<file path="config.mk">
export PLATFORM = sky130hd
export DESIGN_NAME = alloc_size_class_mapper
export DESIGN_NICKNAME = d
export VERILOG_FILES = /design/src/hw/rtl/asc_pkg.sv /design/src/hw/rtl/asc_div_cell.sv /design/src/hw/rtl/asc_out_stage.sv /design/src/hw/rtl/alloc_size_class_mapper.sv
export SDC_FILE = /design/constraint.sdc
export NUM_CORES = 1
export LEC_CHECK = 0
export BUFFER_PORTS_ARGS = -buffer_cell sky130_fd_sc_hd__buf_4
export CAP_MARGIN = 20
export CELL_PAD_IN_SITES_DETAIL_PLACEMENT = 1
export CELL_PAD_IN_SITES_GLOBAL_PLACEMENT = 1
export CORE_MARGIN = 2
export CORE_UTILIZATION = 25
export DETAILED_ROUTE_END_ITERATION = 8
export GPL_TIMING_DRIVEN = 0
export MAX_ROUTING_LAYER = met4
export PLACE_DENSITY_LB_ADDON = 0.1
export SLEW_MARGIN = 5
export SYNTH_ARGS = -nofsm -noshare
export SYNTH_HDL_FRONTEND = slang
export SYNTH_SLANG_ARGS = --single-unit
</file>
<file path="constraint.sdc">
create_clock -name clock -period 15.7 [get_ports clock]
set_clock_uncertainty 0.1 [all_clocks]
set_input_delay 1.57 -clock clock [delete_from_list [all_inputs] [get_ports clock]]
set_output_delay 1.57 -clock clock [all_outputs]
set_load 0.03 [all_outputs]
</file>
<file path="src/hw/rtl/asc_pkg.sv">
// Shared constants and types for the allocation size-class mapper.
`default_nettype none

package asc_pkg;

   localparam int SIZE_W    = 20;
   localparam int ALIGNED_W = 19;
   localparam int INDEX_W   = 8;
   localparam int BLOCKS_W  = 10;
   localparam int PAGES_W   = 7;

   localparam int MAX_BLOCK_BYTES = 262144;
   localparam int PAGE_BITS       = 13;

   // Remainder holds values below the divisor, which reaches MAX_BLOCK_BYTES.
   localparam int REM_W = $clog2(MAX_BLOCK_BYTES) + 1;

   localparam int BLOCK_MAX_CLAMP = 512;
   localparam int BLOCK_MIN_CLAMP = 2;
   localparam int PAGE_FIELD_MAX  = 127;

   // Quotient bits needed below the upper clamp; one divider cell per bit.
   localparam int QUO_W     = $clog2(BLOCK_MAX_CLAMP);
   localparam int NUM_CELLS = QUO_W;

   // Partial remainder after the dividend bits above the quotient window.
   localparam logic [REM_W-1:0] REM_START = REM_W'(MAX_BLOCK_BYTES >> QUO_W);

   localparam int PROD_W = BLOCKS_W + REM_W;

   // Range limits and free-list bases.
   localparam int RANGE0_HI = 128;
   localparam int RANGE1_HI = 1024;
   localparam int RANGE2_HI = 8 * 1024;
   localparam int RANGE3_HI = 64 * 1024;

   localparam int BASE1 = 16;
   localparam int BASE2 = 72;
   localparam int BASE3 = 128;
   localparam int BASE4 = 184;

   typedef struct packed {
      logic [SIZE_W-1:0] size;
      logic [REM_W-1:0]  rem;
      logic [QUO_W-1:0]  quo;
   } asc_cell_data_type;

endpackage

`default_nettype wire

</file>
<file path="src/hw/rtl/asc_div_cell.sv">
// One restoring-division cell: shifts the remainder, subtracts the size, emits a quotient bit.
`default_nettype none

module asc_div_cell (
   input  wire                         clock,
   input  wire                         reset,
   input  wire                         in_valid,
   output logic                        in_ready,
   input  asc_pkg::asc_cell_data_type  in_data,
   output logic                        out_valid,
   input  wire                         out_ready,
   output asc_pkg::asc_cell_data_type  out_data
);
   import asc_pkg::*;

   logic              valid_ff;
   asc_cell_data_type data_ff;
   asc_cell_data_type data_in;
   logic [REM_W-1:0]  shifted;
   logic [REM_W-1:0]  divisor;

   assign in_ready  = !valid_ff || out_ready;
   assign out_valid = valid_ff;
   assign out_data  = data_ff;

   always_comb begin
      shifted      = {in_data.rem[REM_W-2:0], 1'b0};
      divisor      = in_data.size[REM_W-1:0];
      data_in.size = in_data.size;
      if (shifted >= divisor) begin
         data_in.rem = shifted - divisor;
         data_in.quo = {in_data.quo[QUO_W-2:0], 1'b1};
      end else begin
         data_in.rem = shifted;
         data_in.quo = {in_data.quo[QUO_W-2:0], 1'b0};
      end
   end

   always_ff @(posedge clock) begin
      if (reset) begin
         valid_ff <= 1'b0;
      end else if (in_ready) begin
         valid_ff <= in_valid;
      end
   end

   always_ff @(posedge clock) begin
      if (in_ready && in_valid) begin
         data_ff <= data_in;
      end
   end

endmodule

`default_nettype wire

</file>
<file path="src/hw/rtl/asc_out_stage.sv">
// Output register: alignment, bucket index, block clamp and page count.
`default_nettype none

module asc_out_stage (
   input  wire                                 clock,
   input  wire                                 reset,
   input  wire                                 in_valid,
   output logic                                in_ready,
   input  asc_pkg::asc_cell_data_type          in_data,
   output logic                                out_valid,
   input  wire                                 out_ready,
   output logic [asc_pkg::ALIGNED_W-1:0]       out_aligned_size,
   output logic [asc_pkg::INDEX_W-1:0]         out_class_index,
   output logic [asc_pkg::BLOCKS_W-1:0]        out_block_count,
   output logic [asc_pkg::PAGES_W-1:0]         out_page_count,
   output logic                                out_size_invalid
);
   import asc_pkg::*;

   logic                 valid_ff;
   logic [ALIGNED_W-1:0] aligned_ff, aligned_in;
   logic [INDEX_W-1:0]   index_ff, index_in;
   logic [BLOCKS_W-1:0]  blocks_ff, blocks_in;
   logic [PAGES_W-1:0]   pages_ff, pages_in;
   logic                 invalid_ff, invalid_in;

   logic [SIZE_W-1:0]    size;
   logic [SIZE_W-1:0]    mask;
   logic [SIZE_W-1:0]    lo;
   logic [SIZE_W-1:0]    base;
   logic [SIZE_W-1:0]    rounded;
   logic [SIZE_W-1:0]    offset_up;
   logic [SIZE_W-1:0]    index_full;
   logic [3:0]           shift;
   logic [PROD_W-1:0]    product;
   logic [PROD_W-1:0]    page_full;

   assign in_ready  = !valid_ff || out_ready;
   assign out_valid = valid_ff;
   assign out_aligned_size = aligned_ff;
   assign out_class_index  = index_ff;
   assign out_block_count  = blocks_ff;
   assign out_page_count   = pages_ff;
   assign out_size_invalid = invalid_ff;

   always_comb begin
      size = in_data.size;
      priority if (size <= SIZE_W'(RANGE0_HI)) begin
         shift = 4'd3;  lo = '0;                   base = '0;
      end else if (size <= SIZE_W'(RANGE1_HI)) begin
         shift = 4'd4;  lo = SIZE_W'(RANGE0_HI);   base = SIZE_W'(BASE1);
      end else if (size <= SIZE_W'(RANGE2_HI)) begin
         shift = 4'd7;  lo = SIZE_W'(RANGE1_HI);   base = SIZE_W'(BASE2);
      end else if (size <= SIZE_W'(RANGE3_HI)) begin
         shift = 4'd10; lo = SIZE_W'(RANGE2_HI);   base = SIZE_W'(BASE3);
      end else begin
         shift = 4'd13; lo = SIZE_W'(RANGE3_HI);   base = SIZE_W'(BASE4);
      end
      mask       = (SIZE_W'(1) << shift) - SIZE_W'(1);
      rounded    = (size + mask) & ~mask;
      offset_up  = (size - lo + mask) >> shift;
      index_full = offset_up - SIZE_W'(1) + base;

      // Quotient is exact only above the upper clamp's size; smaller sizes clamp high.
      if (size <= SIZE_W'(BLOCK_MAX_CLAMP)) begin
         blocks_in = BLOCKS_W'(BLOCK_MAX_CLAMP);
      end else if (in_data.quo < QUO_W'(BLOCK_MIN_CLAMP)) begin
         blocks_in = BLOCKS_W'(BLOCK_MIN_CLAMP);
      end else begin
         blocks_in = BLOCKS_W'(in_data.quo);
      end

      product   = PROD_W'(blocks_in) * PROD_W'(size[REM_W-1:0]);
      page_full = product >> PAGE_BITS;
      if (page_full == '0) begin
         pages_in = PAGES_W'(1);
      end else if (page_full > PROD_W'(PAGE_FIELD_MAX)) begin
         pages_in = PAGES_W'(PAGE_FIELD_MAX);
      end else begin
         pages_in = page_full[PAGES_W-1:0];
      end

      invalid_in = (size == '0) || (size > SIZE_W'(MAX_BLOCK_BYTES));
      aligned_in = rounded[ALIGNED_W-1:0];
      index_in   = index_full[INDEX_W-1:0];
      if (invalid_in) begin
         aligned_in = '0;
         index_in   = '0;
         blocks_in  = '0;
         pages_in   = '0;
      end
   end

   always_ff @(posedge clock) begin
      if (reset) begin
         valid_ff <= 1'b0;
      end else if (in_ready) begin
         valid_ff <= in_valid;
      end
   end

   always_ff @(posedge clock) begin
      if (in_ready && in_valid) begin
         aligned_ff <= aligned_in;
         index_ff   <= index_in;
         blocks_ff  <= blocks_in;
         pages_ff   <= pages_in;
         invalid_ff <= invalid_in;
      end
   end

endmodule

`default_nettype wire

</file>
<file path="src/hw/rtl/alloc_size_class_mapper.sv">
// Pipeline: the chain of divider cells, then the output register.
// Throughput: one transaction per cycle while rsp_ready is high; each divider cell and the output
// register stalls on its own, so bubbles collapse while the sink holds off.
// The batch count comes from a chain of restoring-division cells, one
// quotient bit per cell. Synchronous active-high reset clears all valid flags.
`default_nettype none

module alloc_size_class_mapper (
   input  wire                             clock,
   input  wire                             reset,
   input  wire                             req_valid,
   output logic                            req_ready,
   input  wire  [asc_pkg::SIZE_W-1:0]      req_size,
   output logic                            rsp_valid,
   input  wire                             rsp_ready,
   output logic [asc_pkg::ALIGNED_W-1:0]   rsp_aligned_size,
   output logic [asc_pkg::INDEX_W-1:0]     rsp_class_index,
   output logic [asc_pkg::BLOCKS_W-1:0]    rsp_block_count,
   output logic [asc_pkg::PAGES_W-1:0]     rsp_page_count,
   output logic                            rsp_size_invalid
);
   import asc_pkg::*;

   logic              link_valid [NUM_CELLS+1];
   logic              link_ready [NUM_CELLS+1];
   asc_cell_data_type link_data  [NUM_CELLS+1];

   assign link_valid[0]     = req_valid;
   assign req_ready         = link_ready[0];
   assign link_data[0].size = req_size;
   assign link_data[0].rem  = REM_START;
   assign link_data[0].quo  = '0;

   for (genvar i = 0; i < NUM_CELLS; i++) begin : g_cell
      asc_div_cell u_cell (
         .clock     (clock),
         .reset     (reset),
         .in_valid  (link_valid[i]),
         .in_ready  (link_ready[i]),
         .in_data   (link_data[i]),
         .out_valid (link_valid[i+1]),
         .out_ready (link_ready[i+1]),
         .out_data  (link_data[i+1])
      );
   end

   asc_out_stage u_out (
      .clock            (clock),
      .reset            (reset),
      .in_valid         (link_valid[NUM_CELLS]),
      .in_ready         (link_ready[NUM_CELLS]),
      .in_data          (link_data[NUM_CELLS]),
      .out_valid        (rsp_valid),
      .out_ready        (rsp_ready),
      .out_aligned_size (rsp_aligned_size),
      .out_class_index  (rsp_class_index),
      .out_block_count  (rsp_block_count),
      .out_page_count   (rsp_page_count),
      .out_size_invalid (rsp_size_invalid)
   );

endmodule

`default_nettype wire

</file>
==> key figures <==
Clocking
  • Insertion delay to the later sink of the worst-skew pair: 680 ps
  • Hold buffer count at CTS: 0
  • H-tree depth: 2
  • Post-cts resize count: 0
  • Post-CTS Setup Repair Bufs: 0
  • Clock Tree Buf Depth: 3
  • Clock-pin slew on the worst setup and hold paths: roughly 60 ps
  • CTS tree: yes
  • Clk root buf: clkbuf_16
  • CTS Buf Count: 56
  • Sink Count: ~420

Worst setup path
  • FF-to-FF setup slack: between 5000 and 6000 ps
  • WP data arrival: 10520 ps
  • R2R depth: 31
  • RR Endpoint: u_out.out_page_count[0]
  • CP Data Required Time: approximately 16000 ps
  • Setup CP Type: flip-flop to flip-flop
  • R2R Path Start: g_cell[8].u_cell.out_data[45]
  • Slowest stage delay, CP: about 700 ps
  • Critical path peak fanout: 10
  • Worst setup EP type: flip-flop
  • Crit start category: flip-flop
  • Critical Path Slowest Stage Cell: clkbuf_1

Global route
  • Vias in the first global route: ~24000
  • Initial antenna violation count: 0
  • Largest net degree at the start of global routing: 36
  • First-pass GRT wire length: ~140 mm
  • All-Layer GR Usage: 14.4%
  • Grt ovf: 0

Placement
  • Placer Congestion: 0.843
  • Setup WS pre-CTS: 5350 ps
  • DPL Wire Length: 70.1 mm
  • IO buf count: just under 70

STA
  • Period utilisation layout: 65.6%
  • Min Tclk post-route: between 10000 and 15000 ps
  • Tightest Pin Transition: 1030 ps
  • Fmax: around 97 MHz
  • Final hold vios: 0
  • RSZ-0062 raised after global routing: no
  • Final Hold Slack: 315 ps
  • Final setup vio count: 0
  • Max transition margin: around 31%
  • Setup_tns: 0 ps
  • Post-route setup slack: 5400 ps
  • Max-slew violations: 0

Floorplanning
  • FP Rows: 127
  • Ports: 71
  • Initial Util: between 20% and 30%
  • Chip width: approximately 350 µm
  • Die H: 352 µm
  • Core Area: ~120000 µm²
  • Die Footprint: approximately 120000 µm²

Synth
  • Synth Area in Simple Gates: around an eighth
  • Fraction of registers with async set/reset: 0%
  • Post-synthesis mux area share: 3.29%
  • Yosys reg bits: ~420
  • Area leader, netlist: edfxtp_1
  • Top-area cell type share of the netlist area: between 40% and 50%
  • Synth Flop Type: edfxtp_1
  • Largest family of logic cells by synthesized area: adder cells
  • Cell area after synthesis: a little over 30000 µm²
  • Synth Warn #: 0
  • Top cells by area, synth: edfxtp_1 41%, ha_1 11%, fa_1 9.6%
  • Synth unique cells: between 70 and 80
  • XOR/XNOR Fraction of Synth Area: under 10%
  • Sequential fraction of the synthesis area: between 40% and 50%
  • Mapped Cells: about 2900
  • Post-synthesis adder-cell area fraction: a little over a fifth
  • Syn_area_per_cell: 10.6 µm²
  • Compound-Gate Fraction of Synth Area: 11.0%
  • Number of synthesized flops with an enable pin: roughly 410

Detailed routing
  • Final WL: 86.7 mm
  • DRT Pass-1 Iters: 4
  • Vias per cell: 4.54
  • Routed WL per cell: about 19 µm
  • Vias: around 21000
  • DRT iter0 DRCs: roughly 710
  • Post-route ant nets: 0
  • DRC: 0

Worst hold path
  • Hold Crit Class: flip-flop to flip-flop
  • Hold-critical path depth: 0
  • Hold endpoint: g_cell[6].u_cell.out_data[47]
  • HP Start: g_cell[5].u_cell.out_data[47]

Layout
  • Fin util: between 20% and 30%
  • Area Growth Syn to Fin: 15.9%
  • Final net count: between 3000 and 4000
  • Layout cells sized above 1: between 9 and 10%
  • Antenna Diode Count: 0

Run
  • Max-cap violations: 0

Pwr
  • Static leakage: 14.6 nW
  • Pwr/cell area: between 80 and 90 nW/µm²
  • Worst VDD drop: 104 µV

Run status
  • Status: finished clean
layout by cell type, fill, tap and decap left out, types with 12 or more instances in the layout:
cell	n
ha_1	276
mux2_2	77
o21a_1	19
nand3_1	45
clkinv_1	12
nand2_1	182
clkbuf_1	81
o31ai_1	19
conb_1	24
mux2i_1	13
clkbuf_16	56
xor2_1	45
clkinv_2	12
a31oi_1	18
nor2_1	195
and2_1	44
nand4_1	31
o21bai_1	13
a21o_1	59
nor3_1	47
edfxtp_1	414
inv_1	390
and3_1	87
or3_1	25
nor4_1	15
or2_2	15
nor2b_1	34
a21oi_1	177
o21ai_0	79
xnor2_1	102
nand2b_1	26
fa_1	146
a211oi_1	26
buf_4	73
layout make-up:
type	instances	area, µm²
buffer	81	312
clock buffer	65	1440
clock inverter	40	418
fill	13500	85000
inverter	394	1480
multi-input combinational	1984	16100
sequential	424	12600
tap	1612	2020
timing repair buffer	85	761
routing by layer:
metal	up-vias	global-route usage, %	share of wire (%)
met5	-	-	0
met4	0	5.00	3.4
met3	125	1.69	2.4
met2	213	26.6	52
met1	10600	15.9	42
li1	10400	-	-
cells by family (layout without fill, tap and decap cells):
logic type               Yosys count  after routing
adder cells (fa/ha/maj)          422            422
buffers and inverters            475            665
multiplexers                      90             90
flip-flops                       424            424
other                              2             24
AND/OR/NAND/NOR                  782            782
XOR/XNOR                         147            147
AO/OA/AOI/OAI                    519            519
cells in the mapped netlist (10+ instances only):
library cell	n
nor2_1	195
nand2b_1	26
clkbuf_1	72
nand4_1	31
a211oi_1	26
mux2_2	77
nand3_1	45
mux2i_1	13
o21ai_0	79
o31ai_1	19
or2_2	15
and3_1	87
a21o_1	59
xnor2_1	102
xor2_1	45
nor4_1	16
ha_1	276
o21bai_1	13
a21oi_1	178
or3_1	25
fa_1	146
nand2_1	182
nor3_1	48
inv_1	390
edfxtp_1	414
a21boi_0	12
dfxtp_1	10
and2_1	44
a31oi_1	19
o21a_1	19
nor2b_1	39
state kept, by name, indices dropped and copies added (netlist names):
signal / count
u_out.out_class_index: 8
u_out.out_block_count: 10
g_cell.u_cell.out_valid: 9
g_cell.u_cell.out_data: 369
u_out.out_page_count: 7
u_out.out_aligned_size: 19
u_out.out_valid: 1
u_out.out_size_invalid: 1
report_power, final:
group          leakage, nW  internal, W  switching (W)
registers             3.89      0.00126      0.0000132
logic                 9.87     0.000119       0.000162
clock network        0.886     0.000742       0.000536
total                 14.6      0.00212       0.000711
critical path: cells and delay by family, from the launching register on:
family / cells / cell delay (ps)
adders and majority gates: 6 / 2930
and+or+nand+nor: 10 / 2480
muxes: 1 / 190
buffers and inverters: 9 / 2170
DFF: 1 / 410
AOI/OAI and AO/OA: 5 / 1640
stage by stage:
stage	cells	total power (W)	area [µm²]
floorplan	2883	0.00150	30400
global placement	4564	0.00157	33000
detailed placement	4578	0.00158	33300
CTS	4683	0.00290	35200
global route	4685	0.00297	35200
finish	4685	0.00283	35200
worst max-delay path by stage:
stage | cells after the start | from | endpoint
6_report | 31 | g_cell[8].u_cell.out_data[45] | u_out.out_page_count[0]
5_1_grt | 31 | g_cell[8].u_cell.out_data[45] | u_out.out_page_count[0]
4_1_cts | 31 | g_cell[8].u_cell.out_data[45] | u_out.out_page_count[0]
3_5_place_dp | 31 | g_cell[8].u_cell.out_data[45] | u_out.out_page_count[0]
3_3_place_gp | 26 | g_cell[8].u_cell.out_data[45] | u_out.out_page_count[0]
2_1_floorplan | 24 | g_cell[8].u_cell.out_data[28] | u_out.out_page_count[0]
Power figures use the tool's default switching activity.
